### src/rtl/msm_pkg.sv
// ----------------------------------------------------------------------------
// msm_pkg
// Shared types and constants for the multiway sorted merge core.
// ----------------------------------------------------------------------------
package msm_pkg;

  // Request command codes.
  typedef enum logic [1:0] {
    CMD_APPEND = 2'd0,
    CMD_PULL   = 2'd1,
    CMD_CLEAR  = 2'd2,
    CMD_NOP    = 2'd3
  } cmd_e;

  // Result status codes.
  localparam logic [1:0] STATUS_OK   = 2'd0;
  localparam logic [1:0] STATUS_FULL = 2'd1;
  localparam logic [1:0] STATUS_END  = 2'd2;

  // Configuration register indexes (paddr[2]).
  localparam logic REG_LISTS_IN_USE = 1'b0;
  localparam logic REG_UNION_MODE   = 1'b1;

  // Configuration reset values.
  localparam logic [2:0] LISTS_IN_USE_RST = 3'd4;
  localparam logic       UNION_MODE_RST   = 1'b1;

  // Sequencer states.
  typedef enum logic [1:0] {
    ST_IDLE,
    ST_SCAN,
    ST_DECIDE
  } state_e;

  // Outcome of the shared compare unit.
  typedef struct packed {
    logic lt;
    logic eq;
  } cmp_res_t;

endpackage

### src/rtl/msm_list_mem.sv
// ----------------------------------------------------------------------------
// msm_list_mem
// Single-write, single-read storage for all list values, registered read.
// ----------------------------------------------------------------------------
module msm_list_mem #(
  parameter int Depth = 64,
  parameter int AddrW = 6
) (
  input  logic              clk_i,
  input  logic              we_i,
  input  logic [AddrW-1:0]  waddr_i,
  input  logic [31:0]       wdata_i,
  input  logic [AddrW-1:0]  raddr_i,
  output logic [31:0]       rdata_o
);

  logic [31:0] mem [Depth];

  // Write port.
  always_ff @(posedge clk_i) begin
    if (we_i) begin
      mem[waddr_i] <= wdata_i;
    end
  end

  // Read port, data registered: available in the cycle after the address.
  always_ff @(posedge clk_i) begin
    rdata_o <= mem[raddr_i];
  end

endmodule

### src/rtl/msm_head_cmp.sv
// ----------------------------------------------------------------------------
// msm_head_cmp
// Shared signed compare unit used for both head ranking and repeat checks.
// ----------------------------------------------------------------------------
module msm_head_cmp
  import msm_pkg::*;
(
  input  logic signed [31:0] a_i,
  input  logic signed [31:0] b_i,
  output cmp_res_t           res_o
);

  // One signed magnitude compare and one equality test.
  always_comb begin
    res_o.lt = (a_i < b_i);
    res_o.eq = (a_i == b_i);
  end

endmodule

### src/rtl/multiway_sorted_merge_core.sv
// ----------------------------------------------------------------------------
// multiway_sorted_merge_core
// K-way merge of up to LISTS ascending lists of signed 32-bit values.
// ----------------------------------------------------------------------------
// Every accepted request produces exactly one result, strobed on done_o;
// the receiver cannot stall, so done_o must be captured when high.
// Append, clear and no-op requests leave busy low, so they may be issued
// back to back. A pull visits the list heads one per cycle through a single
// memory read port and a single compare unit: one pass scans the first n
// heads, where n is the effective lists_in_use, then decides; in union mode
// a pass repeats for each head equal to the last returned value. busy is
// high until the pull's result is strobed. The list memory needs no
// clearing after reset.
// ----------------------------------------------------------------------------
module multiway_sorted_merge_core
  import msm_pkg::*;
#(
  parameter int LISTS      = 4,
  parameter int LIST_DEPTH = 16
) (
  input  logic               clk_i,
  input  logic               rst_ni,
  // Command channel.
  input  logic               start,
  output logic               busy,
  input  logic [1:0]         cmd_i,
  input  logic [1:0]         list_id_i,
  input  logic signed [31:0] value_i,
  // Result channel.
  output logic               done_o,
  output logic signed [31:0] merged_value_o,
  output logic [1:0]         status_o,
  // Configuration port.
  input  logic               psel,
  input  logic               penable,
  input  logic               pwrite,
  input  logic [2:0]         paddr,
  input  logic [31:0]        pwdata,
  output logic [31:0]        prdata,
  output logic               pready
);

  localparam int Total = LISTS * LIST_DEPTH;
  localparam int AW    = $clog2(Total);
  localparam int LW    = $clog2(LISTS);
  localparam int IW    = $clog2(LISTS + 1);
  localparam int PW    = $clog2(LIST_DEPTH + 1);

  // Configuration registers.
  logic [2:0] lists_q;
  logic       union_q;
  logic       cfg_wr;

  assign pready = 1'b1;
  assign cfg_wr = psel & penable & pwrite;

  always_ff @(posedge clk_i or negedge rst_ni) begin
    if (!rst_ni) begin
      lists_q <= LISTS_IN_USE_RST;
      union_q <= UNION_MODE_RST;
    end else if (cfg_wr) begin
      if (paddr[2] == REG_LISTS_IN_USE) begin
        lists_q <= pwdata[2:0];
      end else begin
        union_q <= pwdata[0];
      end
    end
  end

  assign prdata = (paddr[2] == REG_UNION_MODE) ? {31'b0, union_q} : {29'b0, lists_q};

  // Sequencer and list bookkeeping.
  state_e              state_q, state_d;
  logic [PW-1:0]       len_q [LISTS];
  logic [PW-1:0]       len_d [LISTS];
  logic [PW-1:0]       pos_q [LISTS];
  logic [PW-1:0]       pos_d [LISTS];
  logic [IW-1:0]       scan_idx_q, scan_idx_d;
  logic [AW-1:0]       base_q, base_d;
  logic                pend_valid_q, pend_valid_d;
  logic [LW-1:0]       pend_idx_q, pend_idx_d;
  logic [PW-1:0]       pend_pos_q, pend_pos_d;
  logic                found_q, found_d;
  logic [LW-1:0]       best_idx_q, best_idx_d;
  logic [PW-1:0]       best_pos_q, best_pos_d;
  logic signed [31:0]  best_val_q, best_val_d;
  logic signed [31:0]  last_q, last_d;
  logic                any_q, any_d;
  logic                done_q, done_d;
  logic signed [31:0]  mval_q, mval_d;
  logic [1:0]          status_q, status_d;

  // Memory and compare unit hookups.
  logic                mem_we;
  logic [AW-1:0]       mem_waddr;
  logic [AW-1:0]       mem_raddr;
  logic signed [31:0]  mem_rdata;
  logic signed [31:0]  cmp_a, cmp_b;
  cmp_res_t            cmp_res;

  // Helper decode.
  logic                accept;
  cmd_e                cmd;
  logic [IW-1:0]       n_eff;
  logic                scan_active;
  logic [LW-1:0]       sel_idx;
  logic [PW-1:0]       len_sel, pos_sel;
  logic                id_ok;
  logic                app_ok;

  assign accept = start & ~busy;
  assign busy   = (state_q != ST_IDLE);
  assign cmd    = cmd_e'(cmd_i);

  // Lists beyond LISTS do not exist.
  assign n_eff = (32'(lists_q) > LISTS) ? IW'(LISTS) : IW'(lists_q);
  assign scan_active = (scan_idx_q < n_eff);

  // One shared read index into the per-list counters.
  assign sel_idx = (state_q == ST_IDLE) ? LW'(list_id_i) : scan_idx_q[LW-1:0];
  assign len_sel = len_q[sel_idx];
  assign pos_sel = pos_q[sel_idx];

  assign id_ok  = (32'(list_id_i) < LISTS);
  assign app_ok = id_ok && (len_sel < PW'(LIST_DEPTH));

  assign mem_we    = accept && (cmd == CMD_APPEND) && app_ok;
  assign mem_waddr = AW'(32'(list_id_i) * LIST_DEPTH + 32'(len_sel));
  assign mem_raddr = base_q + AW'(pos_sel);

  // The compare unit ranks heads while scanning and checks repeats after.
  assign cmp_a = (state_q == ST_DECIDE) ? best_val_q : mem_rdata;
  assign cmp_b = (state_q == ST_DECIDE) ? last_q : best_val_q;

  msm_list_mem #(
    .Depth (Total),
    .AddrW (AW)
  ) u_mem (
    .clk_i   (clk_i),
    .we_i    (mem_we),
    .waddr_i (mem_waddr),
    .wdata_i (value_i),
    .raddr_i (mem_raddr),
    .rdata_o (mem_rdata)
  );

  msm_head_cmp u_cmp (
    .a_i   (cmp_a),
    .b_i   (cmp_b),
    .res_o (cmp_res)
  );

  // Next state and datapath control.
  always_comb begin
    state_d      = state_q;
    len_d        = len_q;
    pos_d        = pos_q;
    scan_idx_d   = scan_idx_q;
    base_d       = base_q;
    pend_valid_d = 1'b0;
    pend_idx_d   = pend_idx_q;
    pend_pos_d   = pend_pos_q;
    found_d      = found_q;
    best_idx_d   = best_idx_q;
    best_pos_d   = best_pos_q;
    best_val_d   = best_val_q;
    last_d       = last_q;
    any_d        = any_q;
    done_d       = 1'b0;
    mval_d       = mval_q;
    status_d     = status_q;

    unique case (state_q)
      ST_IDLE: begin
        if (accept) begin
          mval_d   = '0;
          status_d = STATUS_OK;
          unique case (cmd)
            CMD_APPEND: begin
              done_d = 1'b1;
              if (app_ok) begin
                len_d[sel_idx] = len_sel + PW'(1);
              end else begin
                status_d = STATUS_FULL;
              end
            end
            CMD_PULL: begin
              state_d    = ST_SCAN;
              scan_idx_d = '0;
              base_d     = '0;
              found_d    = 1'b0;
            end
            CMD_CLEAR: begin
              done_d = 1'b1;
              for (int i = 0; i < LISTS; i++) begin
                len_d[i] = '0;
                pos_d[i] = '0;
              end
              last_d = '0;
              any_d  = 1'b0;
            end
            CMD_NOP: begin
              done_d = 1'b1;
            end
            default: begin
              done_d = 1'b1;
            end
          endcase
        end
      end

      ST_SCAN: begin
        // Rank the head read in the previous cycle.
        if (pend_valid_q && (!found_q || cmp_res.lt)) begin
          found_d    = 1'b1;
          best_idx_d = pend_idx_q;
          best_pos_d = pend_pos_q;
          best_val_d = mem_rdata;
        end
        // Issue the next head read; it counts only if that list still holds values.
        if (scan_active) begin
          pend_valid_d = (pos_sel < len_sel);
          pend_idx_d   = scan_idx_q[LW-1:0];
          pend_pos_d   = pos_sel;
          scan_idx_d   = scan_idx_q + IW'(1);
          base_d       = base_q + AW'(LIST_DEPTH);
        end else begin
          state_d = ST_DECIDE;
        end
      end

      ST_DECIDE: begin
        if (!found_q) begin
          state_d  = ST_IDLE;
          done_d   = 1'b1;
          mval_d   = '0;
          status_d = STATUS_END;
        end else begin
          // The taken head stays consumed even when skipped.
          pos_d[best_idx_q] = best_pos_q + PW'(1);
          if (union_q && any_q && cmp_res.eq) begin
            state_d    = ST_SCAN;
            scan_idx_d = '0;
            base_d     = '0;
            found_d    = 1'b0;
          end else begin
            state_d  = ST_IDLE;
            done_d   = 1'b1;
            mval_d   = best_val_q;
            status_d = STATUS_OK;
            last_d   = best_val_q;
            any_d    = 1'b1;
          end
        end
      end

      default: begin
        state_d = ST_IDLE;
      end
    endcase
  end

  // Control registers.
  always_ff @(posedge clk_i or negedge rst_ni) begin
    if (!rst_ni) begin
      state_q      <= ST_IDLE;
      scan_idx_q   <= '0;
      pend_valid_q <= 1'b0;
      found_q      <= 1'b0;
      any_q        <= 1'b0;
      last_q       <= '0;
      done_q       <= 1'b0;
      for (int i = 0; i < LISTS; i++) begin
        len_q[i] <= '0;
        pos_q[i] <= '0;
      end
    end else begin
      state_q      <= state_d;
      scan_idx_q   <= scan_idx_d;
      pend_valid_q <= pend_valid_d;
      found_q      <= found_d;
      any_q        <= any_d;
      last_q       <= last_d;
      done_q       <= done_d;
      len_q        <= len_d;
      pos_q        <= pos_d;
    end
  end

  // Payload registers.
  always_ff @(posedge clk_i) begin
    base_q     <= base_d;
    pend_idx_q <= pend_idx_d;
    pend_pos_q <= pend_pos_d;
    best_idx_q <= best_idx_d;
    best_pos_q <= best_pos_d;
    best_val_q <= best_val_d;
    mval_q     <= mval_d;
    status_q   <= status_d;
  end

  assign done_o         = done_q;
  assign merged_value_o = mval_q;
  assign status_o       = status_q;

endmodule
### config.mk
export PLATFORM = sky130hd
export DESIGN_NAME = multiway_sorted_merge_core
export DESIGN_NICKNAME = d
export VERILOG_FILES = /design/src/rtl/msm_pkg.sv /design/src/rtl/msm_list_mem.sv /design/src/rtl/msm_head_cmp.sv /design/src/rtl/multiway_sorted_merge_core.sv
export SDC_FILE = /design/constraint.sdc
export NUM_CORES = 2
export LEC_CHECK = 0
export BUFFER_PORTS_ARGS = -buffer_cell sky130_fd_sc_hd__buf_2
export CAP_MARGIN = 20
export CORE_ASPECT_RATIO = 0.8
export CORE_MARGIN = 2
export CORE_UTILIZATION = 40
export DETAILED_ROUTE_END_ITERATION = 12
export GPL_ROUTABILITY_DRIVEN = 1
export REMOVE_ABC_BUFFERS = 1
export SETUP_SLACK_MARGIN = 0.15
export SLEW_MARGIN = 10
export SYNTH_ARGS = -nofsm -noshare
export SYNTH_HDL_FRONTEND = slang
export SYNTH_SLANG_ARGS = --single-unit
### constraint.sdc
create_clock -name clk_i -period 5.4 [get_ports clk_i]
set_clock_uncertainty 0.2 [all_clocks]
set_input_delay 0.81 -clock clk_i [delete_from_list [all_inputs] [get_ports clk_i]]
set_output_delay 0.81 -clock clk_i [all_outputs]
set_load 0.1 [all_outputs]
* After elaboration in Yosys (flattened, before gate mapping)
Memory sizes are Yosys's and may differ from the RTL's. A register that Yosys moved wholly into a read port is not among the register bits. Cells that the tools add are included.
Word-level totals: flip-flop bits (word level) 171, bits in writable memories 2048, input bits 77, output and inout bits 69, word-level logic and storage cells 166, memories kept 1
Memory list:
- u_mem.mem | words 64, bits a word 32, read ports 1, clocked after memory_dff 1, wr ports 1, line msm_list_mem.sv:17 | logic [31:0] mem [Depth];
Cells by class: $add $sub $neg 6, order comparisons 9, equal/unequal tests 17, muxes and demuxes 74, bitwise logic cells 7, reductions and logical operators 27
Operators with widths (count):
- 2-to-1 mux 32 bit | 8
- case mux 32 bit (2 select lines) | 2
- 2-to-1 mux 20 bit | 4
- case mux 20 bit (2 select lines) | 2
- bitwise mux 20 bit | 2
- equality test 32 bit | 1
- < comparator 32 bit | 1
- 2-to-1 mux 5 bit | 6
- 2-to-1 mux 6 bit | 5
- 2-to-1 mux 3 bit | 7
- binary-select mux 5 bit (select 2 bit) | 2
- demux 5 bit (select 2 bit) | 2
- 2-to-1 mux 1 bit | 20
- case mux 6 bit (3 select lines) | 1
- 2-to-1 mux 2 bit | 7
- != test 2 bit, second input constant | 7
- adder 6 x 5 -> 6 bit | 2
- AND reduction 4 bit | 3
- adder 5 x 1 -> 5 bit, second input constant | 2
- case mux 3 bit (3 select lines) | 1
- AND reduction 2 bit | 4
- logical AND 1 bit | 7
- adder 6 x 5 -> 6 bit, second input constant | 1
- equality test 2 bit, second input constant | 3
- other kinds (26) | 40

* Longest topological paths before layout
word-level depth 11, gate-level depth with buffers 17, gate-level depth less buffers 12

* By module
Synthesis repeated with hierarchy kept, for this count alone.
Unflattened totals: cells, all modules 4261, area total of the unflattened synthesis 87595.3 µm²
Modules (own cells, without submodules):
- msm_list_mem | instances 1, cells each 3413, area each 78470.3 µm², sequential area each 62139.6 µm²
- multiway_sorted_merge_core | instances 1, cells each 735, area each 8304.2 µm², sequential area each 4591.9 µm²
- msm_head_cmp | instances 1, cells each 113, area each 820.8 µm², sequential area each 0.0 µm²

* Least setup slack after synthesis
Ideal clock, no wire load.
path kind register to register, start point reg state_q[0], end point reg mval_q[0] (netlist: merged_value_o[0]) (enable), setup time 0.488 ns, arrival time 5.279 ns, data required time 4.712 ns, path slack -0.567 ns, cell stages (with the launch flop) 13, buffers on the path 3, period minus slack after synthesis 5.967 ns, path through dfrtp_1 > inv_1 > ha_1 > clkbuf_1 > clkbuf_1 > clkbuf_1 > mux2i_1 > ha_1 > nand4_1 > or2_2 > nor2_1 > and3_1 > a311oi_1
Between the ends: cells in the longest elaborated chain, start to end 6, elaborated cells between the ends (all ways) 13, classes of those cells eq/ne (4); mux (2); bitwise (2); reduce/logical (5)
Ends and longest elaborated chain:
- start: declaration | line multiway_sorted_merge_core.sv:73 | state_e state_q, state_d;
- start signal: assignment | line multiway_sorted_merge_core.sv:278 | state_q <= state_d;
- equality test 2 bit | line multiway_sorted_merge_core.sv:132, multiway_sorted_merge_core.sv:133, multiway_sorted_merge_core.sv:173
- 2-to-1 mux 32 bit (on tied branches) | line multiway_sorted_merge_core.sv:132, multiway_sorted_merge_core.sv:133
- equality test 32 bit | line msm_head_cmp.sv:16 | res_o.eq = (a_i == b_i);
- logical AND 1 bit | line multiway_sorted_merge_core.sv:241 | if (union_q && any_q && cmp_res.eq) begin
- != test 3 bit (no line)
- AND reduction 3 bit (no line) (*)
- end signal: assignment | line multiway_sorted_merge_core.sv:298 | mval_q <= mval_d;
- end: declaration | line multiway_sorted_merge_core.sv:90 | logic signed [31:0] mval_q, mval_d;
Mark *: on every way between the ends. The rest lies on a longest branch, timed or not. A chain may end at the register's enable or synchronous reset.

* Worst setup path after layout
start point reg state_q[0], end point reg u_mem.rdata_o[23], read port of u_mem.mem
Between the ends: cells in the longest elaborated chain, start to end 7
Ends and longest elaborated chain:
- zero test 2 bit | line multiway_sorted_merge_core.sv:120 | assign sel_idx = (state_q == ST_IDLE) ? LW'(list_id_i) : scan_idx_q[LW-1:0];
- 2-to-1 mux 2 bit | line multiway_sorted_merge_core.sv:120
- inverter 2 -> 3 bit (implied by the code) | line multiway_sorted_merge_core.sv:122 | assign pos_sel = pos_q[sel_idx];
- binary-select mux 5 bit (select 2 bit) | line multiway_sorted_merge_core.sv:122
- 2-to-1 mux 5 bit (implied by the code) (2 in series) | line multiway_sorted_merge_core.sv:122
- via pos_sel[4] | line multiway_sorted_merge_core.sv:107 | logic [PW-1:0] len_sel, pos_sel;
- adder 6 x 5 -> 6 bit | line multiway_sorted_merge_core.sv:129 | assign mem_raddr = base_q + AW'(pos_sel);
- end: declaration | line msm_list_mem.sv:14 | output logic [31:0] rdata_o
The timed path passes the listed nets, and every way through them passes these cells. The select of a mux whose other input is x is not followed.

==> reports/results.tsv <==
stage	metric	value	unit
outcome	outcome	completed	
critical_path	CP Launch Point	state_q[0]	
sta	Hold Fails Final Rpt	0	
cells_and_area	share of layout cells above drive strength 1	0.1620	
global_routing	pin count of the biggest net entering global routing	155	
die	Core ar.	220400	um2
sta	worst hold slack	0.1207	ns
global_routing	vias in the first global route	49440	
yosys	Mapped Cells	5706	
sta	fmax	200.7	MHz
yosys	top-count cell post-synth	edfxtp_1	
yosys	Post-Synthesis Mean Instance Area	15.57	um2
route	WL per Instance	27.52	um
clock_network	clk root buf	clkbuf_16	
yosys	most used flip-flop cell after synthesis	edfxtp_1	
critical_path	Critical Path Source Type	flip-flop	
clock_network	post-CTS sizing	0	
sta	Rel. slew slack	0.2479	
yosys	Yosys top cell by area	edfxtp_1	
clock_network	# H-tree levels	4	
route	drt pass-1 iters	6	
yosys	synthesized cell area	88810	um2
critical_path	worst-path fanout max	11	
sta	final setup fails	0	
critical_path	CP Buf/Inv Count	2	
die	Initial Utilization	0.4029	
power	P per Cell Area	509.6	nW/um2
power	leakage power	32.97	nW
sta	Final min period	4.984	ns
place	Post-DP HPWL	136200	um
yosys	count of cell types in the netlist	57	
yosys	sequential share of the synthesized area	0.7514	
yosys	async set or reset register ratio after synthesis	0.03783	
die	die area	225800	um2
yosys	Synth Register Bits	2247	
cells_and_area	Final nets	6044	
hold_path	HP Class	in2reg	
critical_path	delay-heaviest family, CP	simple AND/OR/NAND/NOR gates	
cells_and_area	synth-to-layout area growth	14.86	%
power	Peak VDD IR	0.5980	mV
global_routing	gr ovfl total	0	
global_routing	All-Layer GR Usage	0.2180	
critical_path	CP cell instances	inv_1 -> ha_1 -> mux2i_4 -> mux4_2 -> ha_1 -> xnor2_1 -> nand2_1 -> nor2_4 -> buf_4 -> nand3_1 -> a32oi_1 -> a22o_1 -> a211oi_2	
hold_path	hold path start	value_i[12]	
critical_path	delay of the slowest critical-path stage	0.64	ns
die	chip width	530.8	um
die	num rows	154	
clock_network	CTS tree	done	
sta	fin crit share	0.9229	
place	placed instance count	8648	
cells_and_area	Filler Cell Count	18850	
critical_path	cell mode on critical path	ha_1	
cells_and_area	final cell count without fillers	9066	
yosys	Synth area leaders	edfxtp_1, nand2_1, mux4_2	
place	placed inst area	94910	um2
yosys	commonest cells in the netlist	edfxtp_1, nand2_1, nand3_1, a32oi_1, clkbuf_1	
route	final WL	249500	um
global_routing	global-route wire length before repair	356800	um
critical_path	worst path required time	5.92	ns
clock_network	clock sink count	2247	
yosys	Yosys top cell area share	0.7202	
critical_path	crit end category	flip-flop	
place	routability congestion estimate	0.8239	
critical_path	WP data arrival	5.51	ns
clock_network	Clock Latency Late Sink	0.86	ns
sta	Tightest Pin Transition	1.128	ns
clock_network	CTS max path bufs	3	
route	vias after detailed routing	52220	
flow_run	Max Cap Viol	0	
die	Die Y	425.5	um
route	drc violations	0	
yosys	Post-synth EDFFs	2130	
place	IO buf count	84	
cells_and_area	final instance area	102000	um2
clock_network	Clk pin slew, worst setup/hold paths	0.06	ns
die	# IOs	146	
sta	unrepaired setup endpoints after global routing	false	
critical_path	Slowest-stage cell, CP	mux4_2	
global_routing	initial antenna violation count	11	
yosys	Synth Warn #	0	
route	number of DRC markers in iteration 0	7549	
route	vias per inst	5.760	
sta	Slew Viols, Final	0	
critical_path	worst reg2reg path startpoint	state_q[0]	
route	ANT nets after route	0	
clock_network	clock buffer count from CTS	210	
critical_path	critical path class	reg2reg	
[metal layers]
| layer | track usage | up-vias | routed length (um) |
|---|---|---|---|
| li1 | - | 22420 | - |
| met1 | 0.3288 | 26810 | 108800 |
| met2 | 0.3173 | 2645 | 109000 |
| met3 | 0.05045 | 342 | 25720 |
| met4 | 0.05449 | 6 | 5886 |
| met5 | 0 | - | 35 |
[cells in the final DEF, fill, tap and decap left out, types with 17 or more instances in the layout]
| cell | Yosys | final |
|---|---|---|
| nor2_1 | 104 | 29 |
| clkinv_2 | 1 | 24 |
| a211oi_2 | 31 | 31 |
| buf_12 | 0 | 112 |
| nand2_1 | 1240 | 1240 |
| ha_1 | 49 | 47 |
| conb_1 | 2 | 30 |
| clkbuf_1 | 178 | 64 |
| a31oi_1 | 68 | 68 |
| clkbuf_16 | 0 | 213 |
| edfxtp_1 | 2130 | 2130 |
| a21o_1 | 17 | 17 |
| a32o_1 | 31 | 31 |
| inv_1 | 25 | 25 |
| buf_4 | 51 | 151 |
| a32oi_1 | 218 | 218 |
| a221oi_1 | 36 | 36 |
| a22o_1 | 67 | 67 |
| nand3_1 | 497 | 495 |
| and3_1 | 34 | 34 |
| dfxtp_1 | 32 | 32 |
| clkinv_1 | 0 | 54 |
| mux4_2 | 139 | 138 |
| o21ai_0 | 49 | 49 |
| mux2_2 | 41 | 39 |
| mux2i_1 | 168 | 168 |
| a21oi_1 | 121 | 119 |
| buf_2 | 106 | 82 |
| a221oi_2 | 57 | 57 |
| nor2_4 | 0 | 75 |
| dfrtp_1 | 83 | 83 |
[stage by stage]
| stage | worst slack [ns] | TNS [ns] | util | power [mW] |
|---|---|---|---|---|
| floorplan | -12.77 | -493.11 | - | 31.44 |
| global placement | 0.5347 | 0 | 0.4305 | 37.53 |
| detailed placement | 0.4702 | 0 | 0.4306 | 37.65 |
| CTS | 0.4562 | 0 | 0.4609 | 52.00 |
| global route | 0.2464 | 0 | 0.4627 | 53.85 |
| finish | 0.4164 | 0 | 0.4628 | 51.98 |
[state kept, by name (all words and copies together), names as in the netlist, 3 cells and up]
name / flops
best_pos_q: 5
u_mem.mem: 2048
merged_value_o: 32
len_q: 20
u_mem.rdata_o: 32
pos_q: 20
pend_pos_q: 5
best_val_q: 32
scan_idx_q: 3
lists_q: 3
last_q: 32
[cells by family (layout without fill, tap and decap cells)]
| kind of cell | Yosys count | count (layout) | share of synthesized area |
|---|---|---|---|
| DFF | 2247 | 2247 | 0.7514 |
| and+or+nand+nor | 1924 | 1924 | 0.09092 |
| AOI/OAI and AO/OA | 712 | 712 | 0.06640 |
| buffers and inverters | 409 | 773 | 0.02309 |
| muxes | 351 | 351 | 0.06006 |
| adders and majority gates | 49 | 49 | 0.006903 |
| xor gates and xnor gates | 12 | 12 | 0.001183 |
| other | 2 | 34 | 0.00008456 |
[power by group]
part           internal, mW  leakage, nW  switching, mW
clock network          7.97         3.20           6.49
registers              19.7         20.6          0.600
logic                  5.40         9.16           11.8
[timing repair]
action                                 in CTS  in global routing
hold buffers                                4                  0
endpoints found under the hold margin      44                  0
buffers inserted                            0                  0
[final cells by class]
| type | instances | area (um2) | share of cell area |
|---|---|---|---|
| tap | 2964 | 3709 | 0.03636 |
| clock buffer | 283 | 5653 | 0.05542 |
| antenna | 4 | 10.01 | 0.00009813 |
| sequential | 2247 | 66730 | 0.6542 |
| inverter | 27 | 130.1 | 0.001276 |
| timing repair buffer | 354 | 3964 | 0.03886 |
| clock inverter | 109 | 989.7 | 0.009702 |
| multi-input combinational | 3078 | 20820 | 0.2041 |
[worst paths after layout]
path                                           to  slack, ns  depth (start not counted)
worst max-delay path            u_mem.rdata_o[23]       0.42                         13
worst min-delay path             u_mem.mem[0][12]       0.12                          1
worst max register to register  u_mem.rdata_o[23]       0.42                         13
worst min register to register      best_pos_q[4]       0.21                          0
max in group asynchronous              last_q[15]       3.60                          3
min in group asynchronous           scan_idx_q[0]       0.32                          2
Note: power is estimated with default switching activity, not from simulation.
